--- config.mk ---
export PLATFORM = sky130hd
export DESIGN_NAME = svm_ctrl
export DESIGN_NICKNAME = d
export VERILOG_FILES = /design/src/sv/svm_pkg.sv /design/src/sv/svm_ctrl.sv
export SDC_FILE = /design/constraint.sdc
export NUM_CORES = 1
export LEC_CHECK = 0
export ABC_CLOCK_PERIOD_IN_PS = 3660
export BUFFER_PORTS_ARGS = -buffer_cell sky130_fd_sc_hd__buf_2
export CAP_MARGIN = 20
export CORE_MARGIN = 3
export CORE_UTILIZATION = 40
export CTS_BUF_LIST = sky130_fd_sc_hd__clkbuf_16
export CTS_CLUSTER_DIAMETER = 100
export DETAILED_ROUTE_END_ITERATION = 12
export PLACE_DENSITY = 0.72
export SLEW_MARGIN = 25
export SYNTH_ARGS = -nofsm -noshare
export SYNTH_HDL_FRONTEND = slang
export SYNTH_SLANG_ARGS = --single-unit
--- constraint.sdc ---
create_clock -name clock -period 3.66 [get_ports clock]
set_input_delay 0.732 -clock clock [delete_from_list [all_inputs] [get_ports clock]]
set_output_delay 0.732 -clock clock [all_outputs]
set_load 0.02 [all_outputs]
--- src/sv/svm_pkg.sv ---
// ----------------------------------------------------------------------------
// Stack machine execute unit package
// Shared word layouts, opcode and fault codes, controller states and the
// command and status bundles between controller and datapath.
// ----------------------------------------------------------------------------
package svm_pkg;

   typedef enum logic [4:0] {
      K_CONST     = 5'd0,
      K_PUSH      = 5'd1,
      K_POP       = 5'd2,
      K_LOADVAR   = 5'd3,
      K_STOREVAR  = 5'd4,
      K_ADD       = 5'd5,
      K_SUB       = 5'd6,
      K_MUL       = 5'd7,
      K_DIV       = 5'd8,
      K_EQ        = 5'd9,
      K_NEQ       = 5'd10,
      K_GT        = 5'd11,
      K_LT        = 5'd12,
      K_GTE       = 5'd13,
      K_LTE       = 5'd14,
      K_PRINT     = 5'd15,
      K_JMP       = 5'd16,
      K_JMPFALSE  = 5'd17,
      K_LABEL     = 5'd18,
      K_CALL      = 5'd19,
      K_CALLPRINT = 5'd20,
      K_RET       = 5'd21
   } kind_type;

   typedef enum logic [2:0] {
      FAULT_OK    = 3'd0,
      FAULT_SOVF  = 3'd1,
      FAULT_SUNF  = 3'd2,
      FAULT_COVF  = 3'd3,
      FAULT_CUNF  = 3'd4,
      FAULT_DIV0  = 3'd5,
      FAULT_UNDEF = 3'd6,
      FAULT_OPC   = 3'd7
   } fault_type;

   typedef enum logic [1:0] {
      ST_CLEAR = 2'd0,
      ST_IDLE  = 2'd1,
      ST_EXEC  = 2'd2,
      ST_DIV   = 2'd3
   } state_type;

   typedef struct packed {
      logic [4:0]         kind;
      logic signed [31:0] immediate;
      logic [7:0]         var_slot;
      logic [15:0]        target;
   } req_word_type;

   typedef struct packed {
      logic [15:0]        next_ip;
      logic               print_valid;
      logic signed [31:0] print_value;
      logic               done_res;
      logic [2:0]         fault;
   } rsp_word_type;

   typedef struct packed {
      logic      clear_wr;
      logic      capture;
      logic      div_start;
      logic      commit;
      logic      apply;
      fault_type fault;
   } ctrl_cmd_type;

   typedef struct packed {
      kind_type kind;
      logic     fault_set;
      logic     depth_zero;
      logic     depth_lt2;
      logic     depth_full;
      logic     ret_empty;
      logic     ret_full;
      logic     var_defined;
      logic     tos_zero;
      logic     div_done;
      logic     clear_last;
   } dp_status_type;

endpackage

--- src/sv/svm_ctrl.sv ---
// ----------------------------------------------------------------------------
// Stack machine controller
// Sequences the clearing pass, instruction accept, fault checks, the divider
// wait and the hand-off of each result into the output register.
// ----------------------------------------------------------------------------
module svm_ctrl
   import svm_pkg::*;
(
   input  logic          clock,
   input  logic          reset,
   input  logic          req_valid,
   output logic          req_stall,
   output logic          rsp_valid,
   input  logic          rsp_stall,
   input  dp_status_type status,
   output ctrl_cmd_type  cmd
);

   state_type state_ff, state_in;
   logic      rsp_valid_ff, rsp_valid_in;
   logic      out_free;
   fault_type check;

   assign out_free = !rsp_valid_ff || !rsp_stall;

   // Fault check for the held instruction, in the order the machine defines.
   always_comb begin
      check = FAULT_OK;
      unique case (status.kind)
         K_CONST, K_PUSH: begin
            if (status.depth_full) check = FAULT_SOVF;
         end
         K_POP, K_STOREVAR, K_PRINT, K_CALLPRINT, K_JMPFALSE: begin
            if (status.depth_zero) check = FAULT_SUNF;
         end
         K_LOADVAR: begin
            if (!status.var_defined) check = FAULT_UNDEF;
            else if (status.depth_full) check = FAULT_SOVF;
         end
         K_ADD, K_SUB, K_MUL, K_EQ, K_NEQ, K_GT, K_LT, K_GTE, K_LTE: begin
            if (status.depth_lt2) check = FAULT_SUNF;
         end
         K_DIV: begin
            if (status.depth_lt2) check = FAULT_SUNF;
            else if (status.tos_zero) check = FAULT_DIV0;
         end
         K_JMP, K_LABEL: begin
            check = FAULT_OK;
         end
         K_CALL: begin
            if (status.ret_full) check = FAULT_COVF;
         end
         K_RET: begin
            if (status.ret_empty) check = FAULT_CUNF;
         end
         default: begin
            check = FAULT_OPC;
         end
      endcase
   end

   always_comb begin
      state_in = state_ff;
      cmd      = '0;
      cmd.fault = FAULT_OK;
      unique case (state_ff)
         ST_CLEAR: begin
            cmd.clear_wr = 1'b1;
            if (status.clear_last) state_in = ST_IDLE;
         end
         ST_IDLE: begin
            if (req_valid) begin
               cmd.capture = 1'b1;
               state_in    = ST_EXEC;
            end
         end
         ST_EXEC: begin
            if (status.fault_set) begin
               if (out_free) begin
                  cmd.commit = 1'b1;
                  state_in   = ST_IDLE;
               end
            end else if (check != FAULT_OK) begin
               if (out_free) begin
                  cmd.commit = 1'b1;
                  cmd.fault  = check;
                  state_in   = ST_IDLE;
               end
            end else if (status.kind == K_DIV) begin
               cmd.div_start = 1'b1;
               state_in      = ST_DIV;
            end else if (out_free) begin
               cmd.commit = 1'b1;
               cmd.apply  = 1'b1;
               state_in   = ST_IDLE;
            end
         end
         ST_DIV: begin
            if (status.div_done && out_free) begin
               cmd.commit = 1'b1;
               cmd.apply  = 1'b1;
               state_in   = ST_IDLE;
            end
         end
         default: begin
            state_in = ST_IDLE;
         end
      endcase
   end

   always_comb begin
      rsp_valid_in = rsp_valid_ff;
      if (cmd.commit) rsp_valid_in = 1'b1;
      else if (!rsp_stall) rsp_valid_in = 1'b0;
   end

   always_ff @(posedge clock) begin
      if (reset) begin
         state_ff     <= ST_CLEAR;
         rsp_valid_ff <= 1'b0;
      end else begin
         state_ff     <= state_in;
         rsp_valid_ff <= rsp_valid_in;
      end
   end

   assign req_stall = (state_ff != ST_IDLE);
   assign rsp_valid = rsp_valid_ff;

endmodule

==> results of run 1 <==
-- kinds of logic (layout without fill, tap and decap cells) --
kind of cell,Yosys count,count (layout),share of synthesized area (%)
buffers and inverters,12,39,11.5
multiplexers,2,2,3.69
AO/OA/AOI/OAI,21,21,29.7
AND/OR/NAND/NOR,35,35,36.0
flip-flops,3,3,10.4
adder cells (fa/ha/maj),4,4,8.68
-- worst min-delay path by stage --
stage,endpoint,startpoint,depth (start not counted),slack [ps]
global route,state_ff[0],state_ff[0],2,610
detailed placement,state_ff[0],state_ff[0],2,580
floorplan,state_ff[0],state_ff[0],2,500
global placement,state_ff[0],state_ff[0],2,560
finish,state_ff[0],state_ff[0],2,600
CTS,state_ff[0],state_ff[0],2,590
-- sequential cells by signal (all words and copies together), names as in the netlist --
name,count
rsp_valid,1
state_ff,2
-- cells in the final DEF, fill, tap and decap left out, types with 2 or more instances in the layout --
cell,n
inv_1,8
buf_2,28
nand3_1,4
a31o_2,2
a31oi_1,2
clkbuf_16,3
a21oi_1,5
and3_2,2
nor2_1,4
nand2_1,9
nand4_1,3
dfxtp_1,3
ha_1,4
o21a_1,2
-- report_power, final --
part	internal, mW	switching [mW]	total (mW)
clock	0.141	0.0280	0.169
sequential	0.0386	0.00811	0.0467
combinational	0.0478	0.0685	0.116
-- final cells by class --
cell class / count / area, µm²
clock buffers: 3 / 75.1
clock inverters: 1 / 3.75
fillers: 127 / 559
inverters: 7 / 26.3
multi-input cells: 62 / 450
flip-flops and latches: 3 / 60.1
well taps: 15 / 18.8
repair buffers: 28 / 140
-- worst max-delay path: cells and delay by family --
family / cells / cell delay [ps]
AO/OA/AOI/OAI: 3 / 740
AND/OR/NAND/NOR: 2 / 400
buffers and inverters: 2 / 310
-- layer usage --
layer	vias to the layer above	global-route usage [%]
met5	-	0
met4	0	1.81
met3	0	4.56
met2	24	29.7
met1	303	22.2
li1	338	-
==> run metrics, run 1 <==
status=complete, no violations; CTS tree=built; final hold viol count=0; Die H=44.0 µm; Worst Setup SP=status[13]; Finished Cell Area=about 770 µm²; global-route wire length before repair=~2600 µm; die width=44.0 µm; routed wire length=1580 µm; slowest stage delay, CP=280 ps; worst r2r src=state_ff[0]; Sink Count=3; Max FO, Critical Path=12; top-count cell post-synth=nand2_1; Crit Path Class=input pin to primary output; Top FF cell, synth=dfxtp_1; Port Buffers=28; Total GRT Usage=17.3%; Area Overhead vs Synth=34.3%; worst rel slew slack=between 70% and 80%; CP Launch Type=input pin; total gr overflow=0; DRT Pass-1 Iters=4; leakage power=0.381 nW; total number of vias=around 670; Worst Path Required=around 2900 ps; share of the core filled with cells=58.1%; Post-Place Cell Area=696 µm²; total chip power=~330 µW; Initial DRC Count=22; CP max stage cell=a31o_2; CTS Hold Bufs=0; worst r2r path cells=7; row cnt=13; most frequent cells after synthesis=9 x nand2_1, 7 x inv_1, 5 x a21oi_1; GP Congestion=around 0.84; Worst setup EP type=primary output; Worst R2R End=state_ff[1]; layout cells sized above 1=40.4%; final cell count without fillers=119; Final min period=between 2000 and 3000 ps; Final #Nets=128; FF+latch count, synth=3; DR WL/cell=13.3 µm; Max Fclk=342 MHz; Syn Area/Cell=7.49 µm²; clk_lat worst skew=220 ps; Met1 Wirelength=about 670 µm; FFs w/ async S/R, synth=0%; CTS clk-pin slew, worst paths=30 ps; initial antenna violation count=0; Inst Count DP=115; post-DP HPWL=1170 µm; register-to-register setup slack=1880 ps; number of diodes=0; synth warn=0; Post CTS Setup Buffer Count=0; critical-path cell list=buf_2, and3_2, o2111a_1, a31oi_4, nand4_1, a31o_2, buf_2; skew final=2.09 ps; setup slack after layout=roughly 740 ps; post-cts gate resize count=0; starting density of the core=43.2%; Via density=5.59; DIE AREA=0.00193 mm²; pwr/cell area=428 mW/mm²; Post-synth EDFFs=0; root buffer selected by CTS=clkbuf_16; largest net degree at the start of global routing=13; met2 wire len=approximately 800 µm; CTS Buffer Depth=2; Min Hold Slack=596 ps; H-tree level count=1; # IOs=29; metal3 WL=125 µm; RSZ-0062 raised after global routing=false; part of the cycle the worst path needs=79.8%; maximum vdd drop=about 0.00055 V; Synth area leader=dfxtp_1; post-synth top area share=between 10% and 20%; maxcap violations=0; final antenna-violating net count=0; CTS buffer count=3; library cells used by synthesis=40; top layer reached by signal wires=met3; HP Class=flip-flop to flip-flop; Tightest Pin Transition=408 ps; Worst path most repeated cell=buf_2; Slew Limit Fails=0; Post-Place Setup Slack=739 ps; Cell Area, Synth=577 µm²; Gate Count Post-Synth=77; ranking of synthesized cells by area=dfxtp_1 10%, ha_1 8.7%, nand2_1 5.9%; total negative slack=0 ps; vias in the first global route=597; core area=0.00133 mm²; DRC=0; Setup crit end=cmd[4]; Post-Syn Nets=100; Arrival @ worst endpoint=2190 ps; Seq/Total Area, Yosys=roughly a tenth; Final setup viols=0
(Power assumes the default switching activity.)
==> inputs of run 2 (changes only) <==
--- a/config.mk
+++ b/config.mk
@@ -5,7 +5,7 @@
 export SDC_FILE = /design/constraint.sdc
 export NUM_CORES = 1
 export LEC_CHECK = 0
-export ABC_CLOCK_PERIOD_IN_PS = 3660
+export ABC_CLOCK_PERIOD_IN_PS = 2570
 export BUFFER_PORTS_ARGS = -buffer_cell sky130_fd_sc_hd__buf_2
 export CAP_MARGIN = 20
 export CORE_MARGIN = 3
@@ -13,7 +13,7 @@
 export CTS_BUF_LIST = sky130_fd_sc_hd__clkbuf_16
 export CTS_CLUSTER_DIAMETER = 100
 export DETAILED_ROUTE_END_ITERATION = 12
-export PLACE_DENSITY = 0.72
+export PLACE_DENSITY = 0.74
 export SLEW_MARGIN = 25
 export SYNTH_ARGS = -nofsm -noshare
 export SYNTH_HDL_FRONTEND = slang
==> constraint.sdc (replaced) <==
create_clock -name clock -period 2.57 [get_ports clock]
set_input_delay 0.514 -clock clock [delete_from_list [all_inputs] [get_ports clock]]
set_output_delay 0.514 -clock clock [all_outputs]
set_load 0.02 [all_outputs]
==> run 2 against run 1 <==
Effect of this change:
- worst setup slack worse by 570 ps
- sequential share of layout area down 0.074 points
- cell count rose by 0.84%
- clock power is 46% higher
- sequential cell count is the same
- first-iteration DRC count is 36% lower
- critical endpoint unchanged
- largest power group unchanged
==> run metrics, run 2 (synthesis gave the netlist of run 1 again) <==
status=complete, no violations; skew final=4.25 ps (+2.16 ps); crit path buf inv count=2 (unchanged); Top reg by flops=state_ff; Min Hold Slack=474 ps (-122 ps); total gr overflow=0 (unchanged); Worst path most repeated cell=buf_2; leakage power=0.385 nW (+1.1%); Worst setup EP type=primary output; Post CTS Setup Buffer Count=0 (unchanged); maximum vdd drop=0.000549 V (+0.62%); Area Overhead vs Synth=35.6%; Die H=44.0 µm (unchanged); row cnt=13 (unchanged); part of the cycle the worst path needs=93.5%; CTS buffer count=3 (unchanged); Crit Path Class=input pin to primary output; Final #Nets=129 (+0.78%); CTS tree=built; WHS Endpoint=state_ff[0]; # IOs=29 (unchanged); slowest stage delay, CP=270 ps (about the same); Sink Count=3 (unchanged); area of the multi-input gates=450 µm² (unchanged); Worst Path Required=2060 ps (-870 ps); GP Congestion=0.847 (+0.59%); routed wire length=1460 µm (-7.6%); WHS Path Cells=2 (unchanged); core area=0.00133 mm² (unchanged); Tightest Pin Transition=375 ps (-32.3 ps); commonest non-fill, non-tap cell in the layout=buf_2; layout cells sized above 1=41.0% (+0.57 points); worst r2r src=state_ff[1]; DR WL/cell=12.2 µm (-8.4%); share of the core filled with cells=58.6% (+0.56 points); critical-path cell list=buf_2, and3_2, o2111a_1, a31oi_4, nand4_1, a31o_2, buf_2; Worst Min Path Start=reset; CTS Hold Bufs=0 (unchanged); post-DP HPWL=1180 µm (+0.43%); Worst R2R End=state_ff[1]; final hold viol count=0 (unchanged); maxcap violations=0 (unchanged); Arrival @ worst endpoint=1890 ps (-300 ps); die width=44.0 µm (unchanged); commonest non-fill, non-tap cells in the layout=28 x buf_2, 9 x nand2_1, 8 x inv_1; fill cell count=141 (+11%); post-cts gate resize count=0 (unchanged); Via density=5.56 (-0.54%); Initial DRC Count=14 (-36%); Finished Cell Area=782 µm² (+0.97%); max reg flops=2 (unchanged); RSZ-0062 raised after global routing=false; CP Launch Type=input pin; CP max stage cell=o2111a_1; number of diodes=0 (unchanged); DRC=0 (unchanged); worst rel slew slack=74.8% (+2.2 points); pwr/cell area=600 mW/mm² (+40%); global-route wire length before repair=2350 µm (-8.1%); register-to-register setup slack=850 ps (-1030 ps); Final setup viols=0 (unchanged); DRT Pass-1 Iters=4 (unchanged); family with the most delay on the worst path=compound AO/OA/AOI/OAI gates; HP Class=input pin to flip-flop; Final min period=2400 ps; CTS Buffer Depth=2 (unchanged); Total GRT Usage=16.3% (-1.0 points); Max Fclk=approximately 420 MHz; Max FO, Critical Path=12 (unchanged); clk_lat worst skew=230 ps (about the same); vias in the first global route=543 (-9.0%); total negative slack=0 ps (unchanged); Slew Limit Fails=0 (unchanged); CTS clk-pin slew, worst paths=30 ps (about the same); worst r2r path cells=7 (unchanged); initial antenna violation count=0 (unchanged); starting density of the core=43.2% (unchanged); DIE AREA=0.00193 mm² (unchanged); FF/Latch Area=60.1 µm² (unchanged); Port Buffers=28 (unchanged); total number of vias=667 (+0.30%); largest net degree at the start of global routing=13 (unchanged); Post-Place Cell Area=703 µm² (+1.1%); Worst Setup SP=status[13]; root buffer selected by CTS=clkbuf_16; final antenna-violating net count=0 (unchanged); H-tree level count=1 (unchanged)
## run 2: changes by cell type in the layout (fill, tap and decap cells not counted)
cell / before / now
buf_4: 0 / 1
## run 2: worst max path at each step
stage	endpoint	slack [ps]	depth (start not counted)
finish	cmd[4]	170	7
global route	cmd[4]	70	7
CTS	cmd[4]	160	7
detailed placement	cmd[4]	170	7
global placement	cmd[4]	170	7
floorplan	cmd[4]	250	7
## run 2: area by class of cell
type | count | share of cell area [%]
well taps | 15 | 2.40
repair buffers | 29 | 18.9
inverters | 7 | 3.36
flip-flops and latches | 3 | 7.68
multi-input cells | 62 | 57.6
clock buffers | 3 | 9.60
clock inverters | 1 | 0.480
## run 2: worst reg2reg max path, delay by kind of cell (launching register included)
family | cells | cell delay, ps
flops | 1 | 390
mux | 1 | 380
fa+ha+maj | 1 | 200
buf+inv | 2 | 180
compound gates | 3 | 460
## run 2: routing by layer
layer	part of all wire (%)	up-vias	global-route usage, %
li1	-	343	-
met1	46	293	21.9
met2	44	29	24.4
met3	8.1	2	4.98
met4	1.3	0	5.42
met5	0	-	0
## run 2: per-stage QoR
stage | setup WS (ps) | power (mW) | std cells
2_1_floorplan | 247 | 0.183 | 77
3_3_place_gp | 169 | 0.221 | 116
3_5_place_dp | 167 | 0.223 | 116
4_1_cts | 164 | 0.477 | 120
5_1_grt | 69.1 | 0.498 | 120
6_report | 167 | 0.469 | 120
## run 2: power breakdown
group	switching, mW	leakage [nW]	internal (mW)
Combinational	0.0910	0.318	0.0670
Sequential	0.00969	0.0245	0.0549
Clock	0.0457	0.0423	0.201
